File: src/design/brlt_pkg.sv
`timescale 1ns / 1ps
// Shared types and constants for the byte-range lock table.
// Used by the controller, the datapath and the top level; no dependencies.
package brlt_pkg;

    // Default table sizes
    localparam int LOCK_ENTRIES_DEF = 32;
    localparam int HANDLE_COUNT_DEF = 256;

    // Request field widths
    localparam int OWNER_W  = 16;
    localparam int HANDLE_W = 8;
    localparam int KEY_W    = 16;
    localparam int OFS_W    = 32;

    // Saturated end of region
    localparam logic [OFS_W-1:0] END_SAT = '1;

    // Request modes
    typedef enum logic [1:0] {
        MODE_ACCESS = 2'd0,
        MODE_LOCK   = 2'd1,
        MODE_UNLOCK = 2'd2,
        MODE_CLOSE  = 2'd3
    } t_mode;

    // Result status codes
    typedef enum logic [1:0] {
        ST_OK        = 2'd0,
        ST_VIOLATION = 2'd1,
        ST_FULL      = 2'd2
    } t_status;

    // Controller states
    typedef enum logic [2:0] {
        S_CLEAR,
        S_IDLE,
        S_DECODE,
        S_SCAN,
        S_WAIT,
        S_COMMIT,
        S_DONE
    } t_state;

    // One lock slot as stored in the table memory
    typedef struct packed {
        logic                used;
        logic [OFS_W-1:0]    start_ofs;
        logic [OFS_W-1:0]    end_ofs;
        logic [HANDLE_W-1:0] handle;
        logic [OWNER_W-1:0]  owner;
        logic [KEY_W-1:0]    file_key;
    } t_slot;

    localparam int SLOT_W = $bits(t_slot);

    // Controller to datapath commands
    typedef struct packed {
        logic load;         // latch the request word
        logic clr_step;     // clear one slot, advance address
        logic scan_step;    // read one slot, advance address
        logic commit;       // write back the lock or unlock
        logic result_load;  // move the result into the output register
    } t_cmd;

    // Datapath to controller status
    typedef struct packed {
        logic addr_last;    // address counter sits on the last slot
        logic quick;        // request answered without a table scan
        logic out_free;     // output register can take a result
    } t_sts;

endpackage

File: src/design/brlt_ram.sv
`timescale 1ns / 1ps
// Generic simple dual-port RAM: one write port, one registered read port.
// No dependencies.
module brlt_ram #(
    parameter int WIDTH = 8,
    parameter int DEPTH = 32
) (
    input  logic                                  i_clk,
    input  logic                                  i_we,
    input  logic [(DEPTH > 1 ? $clog2(DEPTH) : 1)-1:0] i_waddr,
    input  logic [WIDTH-1:0]                      i_wdata,
    input  logic                                  i_re,
    input  logic [(DEPTH > 1 ? $clog2(DEPTH) : 1)-1:0] i_raddr,
    output logic [WIDTH-1:0]                      o_rdata
);

    logic [WIDTH-1:0] r_mem [DEPTH];
    logic [WIDTH-1:0] r_rdata;

    // Write port
    always_ff @(posedge i_clk) begin
        if (i_we) begin
            r_mem[i_waddr] <= i_wdata;
        end
    end

    // Registered read port
    always_ff @(posedge i_clk) begin
        if (i_re) begin
            r_rdata <= r_mem[i_raddr];
        end
    end

    assign o_rdata = r_rdata;

endmodule

File: src/design/brlt_ctrl.sv
`timescale 1ns / 1ps
// Controller state machine of the byte-range lock table.
// Depends on brlt_pkg; drives the datapath through t_cmd.
module brlt_ctrl (
    input  logic            i_clk,
    input  logic            i_rst_n,
    input  logic            i_in_valid,
    output logic            o_in_stall,
    input  brlt_pkg::t_sts  i_sts,
    output brlt_pkg::t_cmd  o_cmd
);

    brlt_pkg::t_state r_state;
    brlt_pkg::t_state n_state;

    // State register; reset starts the clearing pass
    always_ff @(posedge i_clk) begin
        if (!i_rst_n) begin
            r_state <= brlt_pkg::S_CLEAR;
        end else begin
            r_state <= n_state;
        end
    end

    // Next state and commands
    always_comb begin
        n_state = r_state;
        o_cmd   = '0;
        unique case (r_state)
            brlt_pkg::S_CLEAR: begin
                o_cmd.clr_step = 1'b1;
                if (i_sts.addr_last) begin
                    n_state = brlt_pkg::S_IDLE;
                end
            end
            brlt_pkg::S_IDLE: begin
                if (i_in_valid) begin
                    o_cmd.load = 1'b1;
                    n_state    = brlt_pkg::S_DECODE;
                end
            end
            brlt_pkg::S_DECODE: begin
                if (i_sts.quick) begin
                    n_state = brlt_pkg::S_DONE;
                end else begin
                    n_state = brlt_pkg::S_SCAN;
                end
            end
            brlt_pkg::S_SCAN: begin
                o_cmd.scan_step = 1'b1;
                if (i_sts.addr_last) begin
                    n_state = brlt_pkg::S_WAIT;
                end
            end
            // last read word is evaluated here
            brlt_pkg::S_WAIT: begin
                n_state = brlt_pkg::S_COMMIT;
            end
            brlt_pkg::S_COMMIT: begin
                o_cmd.commit = 1'b1;
                n_state      = brlt_pkg::S_DONE;
            end
            brlt_pkg::S_DONE: begin
                if (i_sts.out_free) begin
                    o_cmd.result_load = 1'b1;
                    n_state           = brlt_pkg::S_IDLE;
                end
            end
            default: begin
                n_state = brlt_pkg::S_IDLE;
            end
        endcase
    end

    assign o_in_stall = (r_state != brlt_pkg::S_IDLE);

endmodule

File: src/design/brlt_dpath.sv
`timescale 1ns / 1ps
// Datapath of the byte-range lock table: request registers, slot memory,
// scan evaluation and output register. Depends on brlt_pkg and brlt_ram.
module brlt_dpath #(
    parameter int LOCK_ENTRIES = brlt_pkg::LOCK_ENTRIES_DEF,
    parameter int HANDLE_COUNT = brlt_pkg::HANDLE_COUNT_DEF
) (
    input  logic                          i_clk,
    input  logic                          i_rst_n,
    input  brlt_pkg::t_cmd                i_cmd,
    output brlt_pkg::t_sts                o_sts,
    input  logic [1:0]                    i_mode,
    input  logic [brlt_pkg::OWNER_W-1:0]  i_owner,
    input  logic [brlt_pkg::HANDLE_W-1:0] i_handle,
    input  logic [brlt_pkg::KEY_W-1:0]    i_file_key,
    input  logic [brlt_pkg::OFS_W-1:0]    i_offset,
    input  logic [brlt_pkg::OFS_W-1:0]    i_length,
    input  logic                          i_raise_critical,
    input  logic                          i_out_stall,
    output logic                          o_out_valid,
    output logic [1:0]                    o_status,
    output logic                          o_critical_error
);

    localparam int IDX_W = (LOCK_ENTRIES > 1) ? $clog2(LOCK_ENTRIES) : 1;
    localparam logic [IDX_W-1:0] LAST_IDX = IDX_W'(LOCK_ENTRIES - 1);

    // Latched request
    brlt_pkg::t_mode               r_mode;
    logic [brlt_pkg::OWNER_W-1:0]  r_owner;
    logic [brlt_pkg::HANDLE_W-1:0] r_handle;
    logic [brlt_pkg::KEY_W-1:0]    r_key;
    logic [brlt_pkg::OFS_W-1:0]    r_start;
    logic [brlt_pkg::OFS_W-1:0]    r_end;
    logic                          r_crit_req;
    logic                          r_handle_oor;
    logic                          r_zero_len;

    // Scan state
    logic [IDX_W-1:0] r_addr;
    logic             r_rd_valid;
    logic [IDX_W-1:0] r_rd_idx;
    logic             r_conflict;
    logic             r_free_found;
    logic [IDX_W-1:0] r_free_idx;
    logic             r_match_found;
    logic [IDX_W-1:0] r_match_idx;

    // Output register
    logic       r_out_valid;
    logic [1:0] r_status;
    logic       r_crit;

    logic [brlt_pkg::OFS_W:0]   sum_full;
    logic [brlt_pkg::OFS_W-1:0] end_sat;
    brlt_pkg::t_slot            rd_slot;
    brlt_pkg::t_slot            lock_slot;
    logic                       any_owner;
    logic                       conflict_hit;
    logic                       free_hit;
    logic                       match_hit;
    logic                       close_hit;
    logic                       ram_we;
    logic [IDX_W-1:0]           ram_waddr;
    brlt_pkg::t_slot            ram_wdata;
    brlt_pkg::t_status          res_status;
    logic                       res_crit;

    // End of region, saturated on overflow
    assign sum_full = {1'b0, i_offset} + {1'b0, i_length};
    assign end_sat  = sum_full[brlt_pkg::OFS_W] ? brlt_pkg::END_SAT
                                                : sum_full[brlt_pkg::OFS_W-1:0];

    // Request word capture
    always_ff @(posedge i_clk) begin
        if (i_cmd.load) begin
            r_mode       <= brlt_pkg::t_mode'(i_mode);
            r_owner      <= i_owner;
            r_handle     <= i_handle;
            r_key        <= i_file_key;
            r_start      <= i_offset;
            r_end        <= end_sat;
            r_crit_req   <= i_raise_critical;
            r_handle_oor <= (32'(i_handle) >= 32'(HANDLE_COUNT));
            r_zero_len   <= (end_sat == i_offset);
        end
    end

    // Slot address counter, shared by the clearing pass and the scan
    always_ff @(posedge i_clk) begin
        if (!i_rst_n) begin
            r_addr <= '0;
        end else if (i_cmd.load) begin
            r_addr <= '0;
        end else if (i_cmd.clr_step || i_cmd.scan_step) begin
            r_addr <= (r_addr == LAST_IDX) ? '0 : r_addr + 1'b1;
        end
    end

    // Read pipeline tag: slot data arrives in the cycle after the read
    always_ff @(posedge i_clk) begin
        if (!i_rst_n) begin
            r_rd_valid <= 1'b0;
        end else begin
            r_rd_valid <= i_cmd.scan_step;
        end
    end

    always_ff @(posedge i_clk) begin
        r_rd_idx <= r_addr;
    end

    // Per-slot tests on the word just read
    assign any_owner    = (r_mode == brlt_pkg::MODE_LOCK) || (r_owner == '0);
    assign conflict_hit = r_rd_valid && rd_slot.used
                          && (any_owner || rd_slot.owner != r_owner)
                          && (rd_slot.file_key == r_key)
                          && (r_start < rd_slot.end_ofs)
                          && (rd_slot.start_ofs < r_end);
    assign free_hit     = r_rd_valid && !rd_slot.used;
    assign match_hit    = r_rd_valid && rd_slot.used
                          && (rd_slot.owner == r_owner)
                          && (rd_slot.handle == r_handle)
                          && (rd_slot.start_ofs == r_start)
                          && (rd_slot.end_ofs == r_end);
    assign close_hit    = r_rd_valid && (r_mode == brlt_pkg::MODE_CLOSE)
                          && rd_slot.used && (rd_slot.handle == r_handle);

    // Scan flags: any conflict, first free slot, first exact match
    always_ff @(posedge i_clk) begin
        if (!i_rst_n || i_cmd.load) begin
            r_conflict    <= 1'b0;
            r_free_found  <= 1'b0;
            r_match_found <= 1'b0;
        end else begin
            if (conflict_hit) begin
                r_conflict <= 1'b1;
            end
            if (free_hit && !r_free_found) begin
                r_free_found <= 1'b1;
            end
            if (match_hit && !r_match_found) begin
                r_match_found <= 1'b1;
            end
        end
    end

    always_ff @(posedge i_clk) begin
        if (free_hit && !r_free_found) begin
            r_free_idx <= r_rd_idx;
        end
        if (match_hit && !r_match_found) begin
            r_match_idx <= r_rd_idx;
        end
    end

    // New lock entry
    always_comb begin
        lock_slot.used      = 1'b1;
        lock_slot.start_ofs = r_start;
        lock_slot.end_ofs   = r_end;
        lock_slot.handle    = r_handle;
        lock_slot.owner     = r_owner;
        lock_slot.file_key  = r_key;
    end

    // Write port: clearing pass, commit, or close-handle frees during scan
    always_comb begin
        ram_we    = 1'b0;
        ram_waddr = r_addr;
        ram_wdata = '0;
        priority if (i_cmd.clr_step) begin
            ram_we = 1'b1;
        end else if (i_cmd.commit) begin
            if (r_mode == brlt_pkg::MODE_LOCK && !r_conflict && r_free_found) begin
                ram_we    = 1'b1;
                ram_waddr = r_free_idx;
                ram_wdata = lock_slot;
            end else if (r_mode == brlt_pkg::MODE_UNLOCK && r_match_found) begin
                ram_we    = 1'b1;
                ram_waddr = r_match_idx;
            end
        end else if (close_hit) begin
            ram_we    = 1'b1;
            ram_waddr = r_rd_idx;
        end else begin
            ram_we = 1'b0;
        end
    end

    brlt_ram #(
        .WIDTH (brlt_pkg::SLOT_W),
        .DEPTH (LOCK_ENTRIES)
    ) u_slots (
        .i_clk   (i_clk),
        .i_we    (ram_we),
        .i_waddr (ram_waddr),
        .i_wdata (ram_wdata),
        .i_re    (i_cmd.scan_step),
        .i_raddr (r_addr),
        .o_rdata (rd_slot)
    );

    // Result of the request
    always_comb begin
        res_status = brlt_pkg::ST_OK;
        res_crit   = 1'b0;
        if (r_handle_oor) begin
            res_status = (r_mode == brlt_pkg::MODE_CLOSE) ? brlt_pkg::ST_OK
                                                          : brlt_pkg::ST_VIOLATION;
        end else if (r_zero_len && r_mode != brlt_pkg::MODE_CLOSE) begin
            res_status = brlt_pkg::ST_OK;
        end else begin
            unique case (r_mode)
                brlt_pkg::MODE_ACCESS: begin
                    res_status = r_conflict ? brlt_pkg::ST_VIOLATION : brlt_pkg::ST_OK;
                    res_crit   = r_conflict && r_crit_req;
                end
                brlt_pkg::MODE_LOCK: begin
                    if (r_conflict) begin
                        res_status = brlt_pkg::ST_VIOLATION;
                    end else if (r_free_found) begin
                        res_status = brlt_pkg::ST_OK;
                    end else begin
                        res_status = brlt_pkg::ST_FULL;
                    end
                end
                brlt_pkg::MODE_UNLOCK: begin
                    res_status = r_match_found ? brlt_pkg::ST_OK : brlt_pkg::ST_VIOLATION;
                end
                brlt_pkg::MODE_CLOSE: begin
                    res_status = brlt_pkg::ST_OK;
                end
                default: begin
                    res_status = brlt_pkg::ST_OK;
                end
            endcase
        end
    end

    // Output register
    always_ff @(posedge i_clk) begin
        if (!i_rst_n) begin
            r_out_valid <= 1'b0;
        end else if (i_cmd.result_load) begin
            r_out_valid <= 1'b1;
        end else if (!i_out_stall) begin
            r_out_valid <= 1'b0;
        end
    end

    always_ff @(posedge i_clk) begin
        if (i_cmd.result_load) begin
            r_status <= res_status;
            r_crit   <= res_crit;
        end
    end

    // Status to the controller
    assign o_sts.addr_last = (r_addr == LAST_IDX);
    assign o_sts.quick     = r_handle_oor
                             || (r_zero_len && r_mode != brlt_pkg::MODE_CLOSE);
    assign o_sts.out_free  = !r_out_valid || !i_out_stall;

    assign o_out_valid      = r_out_valid;
    assign o_status         = r_status;
    assign o_critical_error = r_crit;

endmodule

File: src/design/byte_range_lock_table_top.sv
`timescale 1ns / 1ps
// Top level of the byte-range lock table: controller plus datapath.
// Depends on brlt_pkg, brlt_ctrl and brlt_dpath.
//
// Each request word is handled on its own: after it is taken the block reads
// every lock slot from the slot memory, one slot per cycle through its single
// read port, then writes back at most one slot; requests with a handle out of
// range, or of zero length and not close, are answered without a scan.
// Close handle frees matching slots as the scan passes them. After reset the
// block clears every slot of the slot memory and stalls input while it does
// so. A new request is taken while the previous result still waits in the
// output register.
module byte_range_lock_table_top #(
    parameter int LOCK_ENTRIES = brlt_pkg::LOCK_ENTRIES_DEF,
    parameter int HANDLE_COUNT = brlt_pkg::HANDLE_COUNT_DEF
) (
    input  logic                          i_clk,
    input  logic                          i_rst_n,
    input  logic                          i_in_valid,
    output logic                          o_in_stall,
    input  logic [1:0]                    i_mode,
    input  logic [brlt_pkg::OWNER_W-1:0]  i_owner,
    input  logic [brlt_pkg::HANDLE_W-1:0] i_handle,
    input  logic [brlt_pkg::KEY_W-1:0]    i_file_key,
    input  logic [brlt_pkg::OFS_W-1:0]    i_offset,
    input  logic [brlt_pkg::OFS_W-1:0]    i_length,
    input  logic                          i_raise_critical,
    output logic                          o_out_valid,
    input  logic                          i_out_stall,
    output logic [1:0]                    o_status,
    output logic                          o_critical_error
);

    brlt_pkg::t_cmd cmd;
    brlt_pkg::t_sts sts;

    brlt_ctrl u_ctrl (
        .i_clk      (i_clk),
        .i_rst_n    (i_rst_n),
        .i_in_valid (i_in_valid),
        .o_in_stall (o_in_stall),
        .i_sts      (sts),
        .o_cmd      (cmd)
    );

    brlt_dpath #(
        .LOCK_ENTRIES (LOCK_ENTRIES),
        .HANDLE_COUNT (HANDLE_COUNT)
    ) u_dpath (
        .i_clk            (i_clk),
        .i_rst_n          (i_rst_n),
        .i_cmd            (cmd),
        .o_sts            (sts),
        .i_mode           (i_mode),
        .i_owner          (i_owner),
        .i_handle         (i_handle),
        .i_file_key       (i_file_key),
        .i_offset         (i_offset),
        .i_length         (i_length),
        .i_raise_critical (i_raise_critical),
        .i_out_stall      (i_out_stall),
        .o_out_valid      (o_out_valid),
        .o_status         (o_status),
        .o_critical_error (o_critical_error)
    );

endmodule

File: config.mk
export PLATFORM = sky130hd
export DESIGN_NAME = byte_range_lock_table_top
export DESIGN_NICKNAME = d
export VERILOG_FILES = /design/src/design/brlt_pkg.sv /design/src/design/brlt_ram.sv /design/src/design/brlt_ctrl.sv /design/src/design/brlt_dpath.sv /design/src/design/byte_range_lock_table_top.sv
export SDC_FILE = /design/constraint.sdc
export NUM_CORES = 2
export LEC_CHECK = 0
export BUFFER_PORTS_ARGS = -buffer_cell sky130_fd_sc_hd__buf_2
export CELL_PAD_IN_SITES_DETAIL_PLACEMENT = 0
export CELL_PAD_IN_SITES_GLOBAL_PLACEMENT = 1
export CORE_MARGIN = 2
export CORE_UTILIZATION = 35
export CTS_CLUSTER_DIAMETER = 120
export DETAILED_ROUTE_END_ITERATION = 10
export GPL_TIMING_DRIVEN = 1
export HOLD_SLACK_MARGIN = 0.1
export PLACE_DENSITY = 0.56
export SLEW_MARGIN = 20
export SYNTH_ARGS = -nofsm -noshare
export SYNTH_HDL_FRONTEND = slang
export SYNTH_SLANG_ARGS = --single-unit
export TNS_END_PERCENT = 1
File: constraint.sdc
create_clock -name i_clk -period 6.5 [get_ports i_clk]
set_input_delay 0 -clock i_clk [delete_from_list [all_inputs] [get_ports i_clk]]
set_output_delay 0 -clock i_clk [all_outputs]
set_load 0.1 [all_outputs]
==> Flow_metrics.wiki <==
{| class="wikitable"
! Metric !! Value
|-
| Count of input and output buffers || 115
|-
| Critical path peak fanout || 32
|-
| Count of unresolved DRC violations after routing || 0
|-
| Transition time at the pin with the least slew margin || 1160 ps
|-
| Max-capacitance violation count || 0
|-
| Clock tree from TritonCTS || built
|-
| Flop and latch count out of synthesis || 3604
|-
| Power density cells || 300 mW/mm^2
|-
| Part of the Yosys area used for sequential elements || 76.7%
|-
| CTS H-tree depth || 5
|-
| Final WL || 381000 um
|-
| Worst hold margin || 167 ps
|-
| Maximum operating frequency || 185 MHz
|-
| Leading cell type in the layout, fill and taps excluded || sky130_fd_sc_hd__edfxtp_1
|-
| Unrepaired setup endpoints after global routing || no
|-
| Chip Height || 638 um
|-
| Post-route clock period utilization || 83.0%
|-
| Violation count after the first detailed-routing iteration || 6812
|-
| Commonest cells after routing, fill and taps aside || sky130_fd_sc_hd__edfxtp_1, sky130_fd_sc_hd__mux4_2, sky130_fd_sc_hd__clkbuf_16
|-
| Detailed-route via count || 66400
|-
| Number of detailed-route iterations in the first pass || 7
|-
| Vias per std cell || 5.42
|-
| TritonCTS Sinks || 3604
|-
| Post-Syn Nets || 6277
|-
| Most frequently used flop master after synthesis || sky130_fd_sc_hd__edfxtp_1
|-
| Num rows || 232
|-
| Number of synthesized flops with an enable pin || 3586
|-
| Cell at the root of the clock tree || sky130_fd_sc_hd__clkbuf_16
|-
| Async SR Flop Fraction || 0%
|-
| First-pass GRT wire length || 539000 um
|-
| Area Growth Syn to Fin || 16.4%
|-
| Post-Syn Area || 0.141 sq mm
|-
| Share of post-route cells with drive strength above 1 || 30.5%
|-
| VDD IR-drop max || 0.229 mV
|-
| Distinct cells, synth || 85
|-
| Synthesized instance count || 6069
|-
| Ranking of synthesized cells by area || sky130_fd_sc_hd__edfxtp_1, sky130_fd_sc_hd__mux4_2, sky130_fd_sc_hd__mux2_2
|-
| Hold/Removal Path Class || input pin to flip-flop
|-
| Worst stage delay on the critical path || 1160 ps
|-
| Synth Warn # || 0
|-
| Final nets || 6883
|-
| Filler cell count in the final layout || 34700
|-
| Clock-pin transition on the worst setup and hold timing paths || 60 ps
|-
| Total area of multi-input combinational cells || 0.0319 sq mm
|-
| Fin crit period || 5400 ps
|-
| Total GRT Usage || 18.5%
|-
| Placeable core region || 0.400 sq mm
|-
| Number of gates resized after CTS || 0
|-
| Setup-failing EPs final || 0
|-
| Yosys top cell by area || sky130_fd_sc_hd__edfxtp_1
|-
| Final Worst Setup Slack || 1100 ps
|-
| P_leak || 52.0 nW
|-
| Pre-CTS setup slack || 1030 ps
|-
| Vias in the first global route || 69400
|-
| Final antenna-violating net count || 0
|-
| Chain of cells forming the critical path || xor2_1 > nor4_1 > nand3_1 > nor3b_1 > a21oi_1 > o21ai_0 > nand3_1 > nor2_4 > buf_12
|-
| DP HPWL || 206000 um
|-
| Critical path capture point type || flip-flop
|-
| Placer's final routability congestion estimate || 0.815
|-
| Area share of the leading cell type in the synthesized netlist || 76.5%
|-
| Syn_area_per_cell || 23.2 sq um
|-
| Worst EP arrival || 6020 ps
|-
| Antenna violations before repair || 19
|-
| Global route overflow || 0
|-
| CTS buffer count || 371
|-
| Startpoint type of the worst setup path || flip-flop
|-
| Final Max Slew Viols || 0
|-
| Worst-case clock skew || 74.6 ps
|-
| Post-detailed-route wirelength per cell || 31.1 um
|-
| Slowest CP cell || sky130_fd_sc_hd__nor2_4
|-
| Top-level port count || 116
|-
| Critical path data required time || 7120 ps
|-
| CP Class || flip-flop to flip-flop
|-
| Status || finished clean
|-
| Deepest clock path buffer count || 4
|-
| Initial cell density of the core || 35.2%
|-
| Die Wd || 638 um
|-
| Clk_lat worst skew || 960 ps
|-
| Area taken by flip-flops and latches || 0.108 sq mm
|-
| Total Die Area || 0.407 sq mm
|-
| Final total power || 49.2 mW
|-
| Cell occurring most often along the worst timing path || sky130_fd_sc_hd__nand3_1
|-
| Number of endpoints with negative hold slack in the final report || 0
|-
| Pin count of the biggest net entering global routing || 147
|-
| Relative slew slack || 22.5%
|}
[state kept, by name, summed over array words and instances, names as in the netlist, 2 cells and up]
signal	flops
u_dpath.r_end	32
u_dpath.u_slots.o_rdata	105
u_dpath.r_addr	5
u_dpath.r_handle	8
u_dpath.r_free_idx	5
u_dpath.r_start	32
u_ctrl.r_state	3
u_dpath.r_key	16
u_dpath.r_match_idx	5
u_dpath.r_owner	16
u_dpath.r_rd_idx	5
u_dpath.u_slots.r_mem	3360
u_dpath.o_status	2
u_dpath.r_mode	2
[critical path: cells and delay by family (launching register included)]
kind	cells	cell delay, ps
and+or+nand+nor	5	3600
DFF	1	390
xor gates and xnor gates	1	190
AOI/OAI and AO/OA	2	500
buffers and inverters	1	310
[cells by family after synthesis]
group | Yosys count | synth area share, %
buffers and inverters | 362 | 0.995
AOI/OAI and AO/OA | 238 | 1.13
xor gates and xnor gates | 123 | 0.780
and+or+nand+nor | 481 | 1.82
muxes | 1164 | 17.7
adders and majority gates | 97 | 0.867
DFF | 3604 | 76.7
[power breakdown]
part	switching, mW	internal [mW]
Combinational	1.38	1.13
Sequential	0.0829	25.5
Clock	8.92	12.1
Total	10.4	38.8
[layer usage]
metal / global-route usage [%] / part of all wire [%] / up-vias
li1: - / - / 27100
met1: 25.2 / 42 / 36900
met2: 32.0 / 51 / 1891
met3: 2.13 / 4.5 / 415
met4: 3.85 / 2.0 / 0
met5: 0 / 0 / -
[metrics by stage]
stage	instance area [sq um]	std cells	utilization (%)	setup TNS, ps
after CTS	164000	12200	41.0	0
final	164000	12200	41.0	0
after global routing	164000	12200	41.0	0
after detailed placement	150000	11400	37.4	0
after floorplan	141000	6069	-	-1702800
after global placement	150000	11400	37.4	0
[cells in the mapped netlist, types with 5 or more instances]
master,instances
sky130_fd_sc_hd__a211oi_1,13
sky130_fd_sc_hd__a21o_1,28
sky130_fd_sc_hd__a21oi_1,66
sky130_fd_sc_hd__a221oi_1,8
sky130_fd_sc_hd__a31oi_1,9
sky130_fd_sc_hd__and2_1,76
sky130_fd_sc_hd__and3_1,8
sky130_fd_sc_hd__and3_2,5
sky130_fd_sc_hd__buf_1,87
sky130_fd_sc_hd__buf_2,11
sky130_fd_sc_hd__clkbuf_1,181
sky130_fd_sc_hd__dfxtp_1,18
sky130_fd_sc_hd__edfxtp_1,3586
sky130_fd_sc_hd__ha_1,96
sky130_fd_sc_hd__inv_1,79
sky130_fd_sc_hd__mux2_2,107
sky130_fd_sc_hd__mux2i_1,7
sky130_fd_sc_hd__mux4_2,1050
sky130_fd_sc_hd__nand2_1,82
sky130_fd_sc_hd__nand2b_1,20
sky130_fd_sc_hd__nand3_1,32
sky130_fd_sc_hd__nand4_1,31
sky130_fd_sc_hd__nor2_1,93
sky130_fd_sc_hd__nor2b_1,12
sky130_fd_sc_hd__nor3_1,49
sky130_fd_sc_hd__nor3b_1,8
sky130_fd_sc_hd__nor4_1,26
sky130_fd_sc_hd__o211ai_1,9
sky130_fd_sc_hd__o21ai_0,44
sky130_fd_sc_hd__o21ai_1,5
sky130_fd_sc_hd__o22ai_1,10
sky130_fd_sc_hd__or3_1,7
sky130_fd_sc_hd__xnor2_1,60
sky130_fd_sc_hd__xor2_1,61
[timing repair]
action	in CTS	in global routing
hold buffers	214	0
endpoints found under the hold margin	232	0
endpoints found under the setup margin	0	0
buffers inserted	0	0
[layout make-up]
class | count | share of cell area (%)
inverters | 79 | 0.181
repair buffers | 516 | 3.12
clock buffers | 462 | 5.98
clock inverters | 208 | 1.28
multi-input cells | 2103 | 19.5
diodes | 5 | 0.00764
well taps | 5265 | 4.02
flip-flops and latches | 3604 | 65.9
[worst paths after layout]
kind,startpoint,end,slack (ps),cells past startpoint
worst min register to register,u_dpath.r_rd_idx[1]$_DFF_P_,u_dpath.r_match_idx[1]$_DFFE_PP_,470,0
worst max register to register,u_dpath.r_handle[4]$_DFFE_PP_,u_dpath.u_slots.r_mem[19][60]$_DFFE_PP_,1100,9
worst max-delay path,u_dpath.r_handle[4]$_DFFE_PP_,u_dpath.u_slots.r_mem[19][60]$_DFFE_PP_,1100,9
worst min-delay path,i_offset[31],u_dpath.r_zero_len$_DFFE_PP_,170,4
Power figures use the tool's default switching activity.
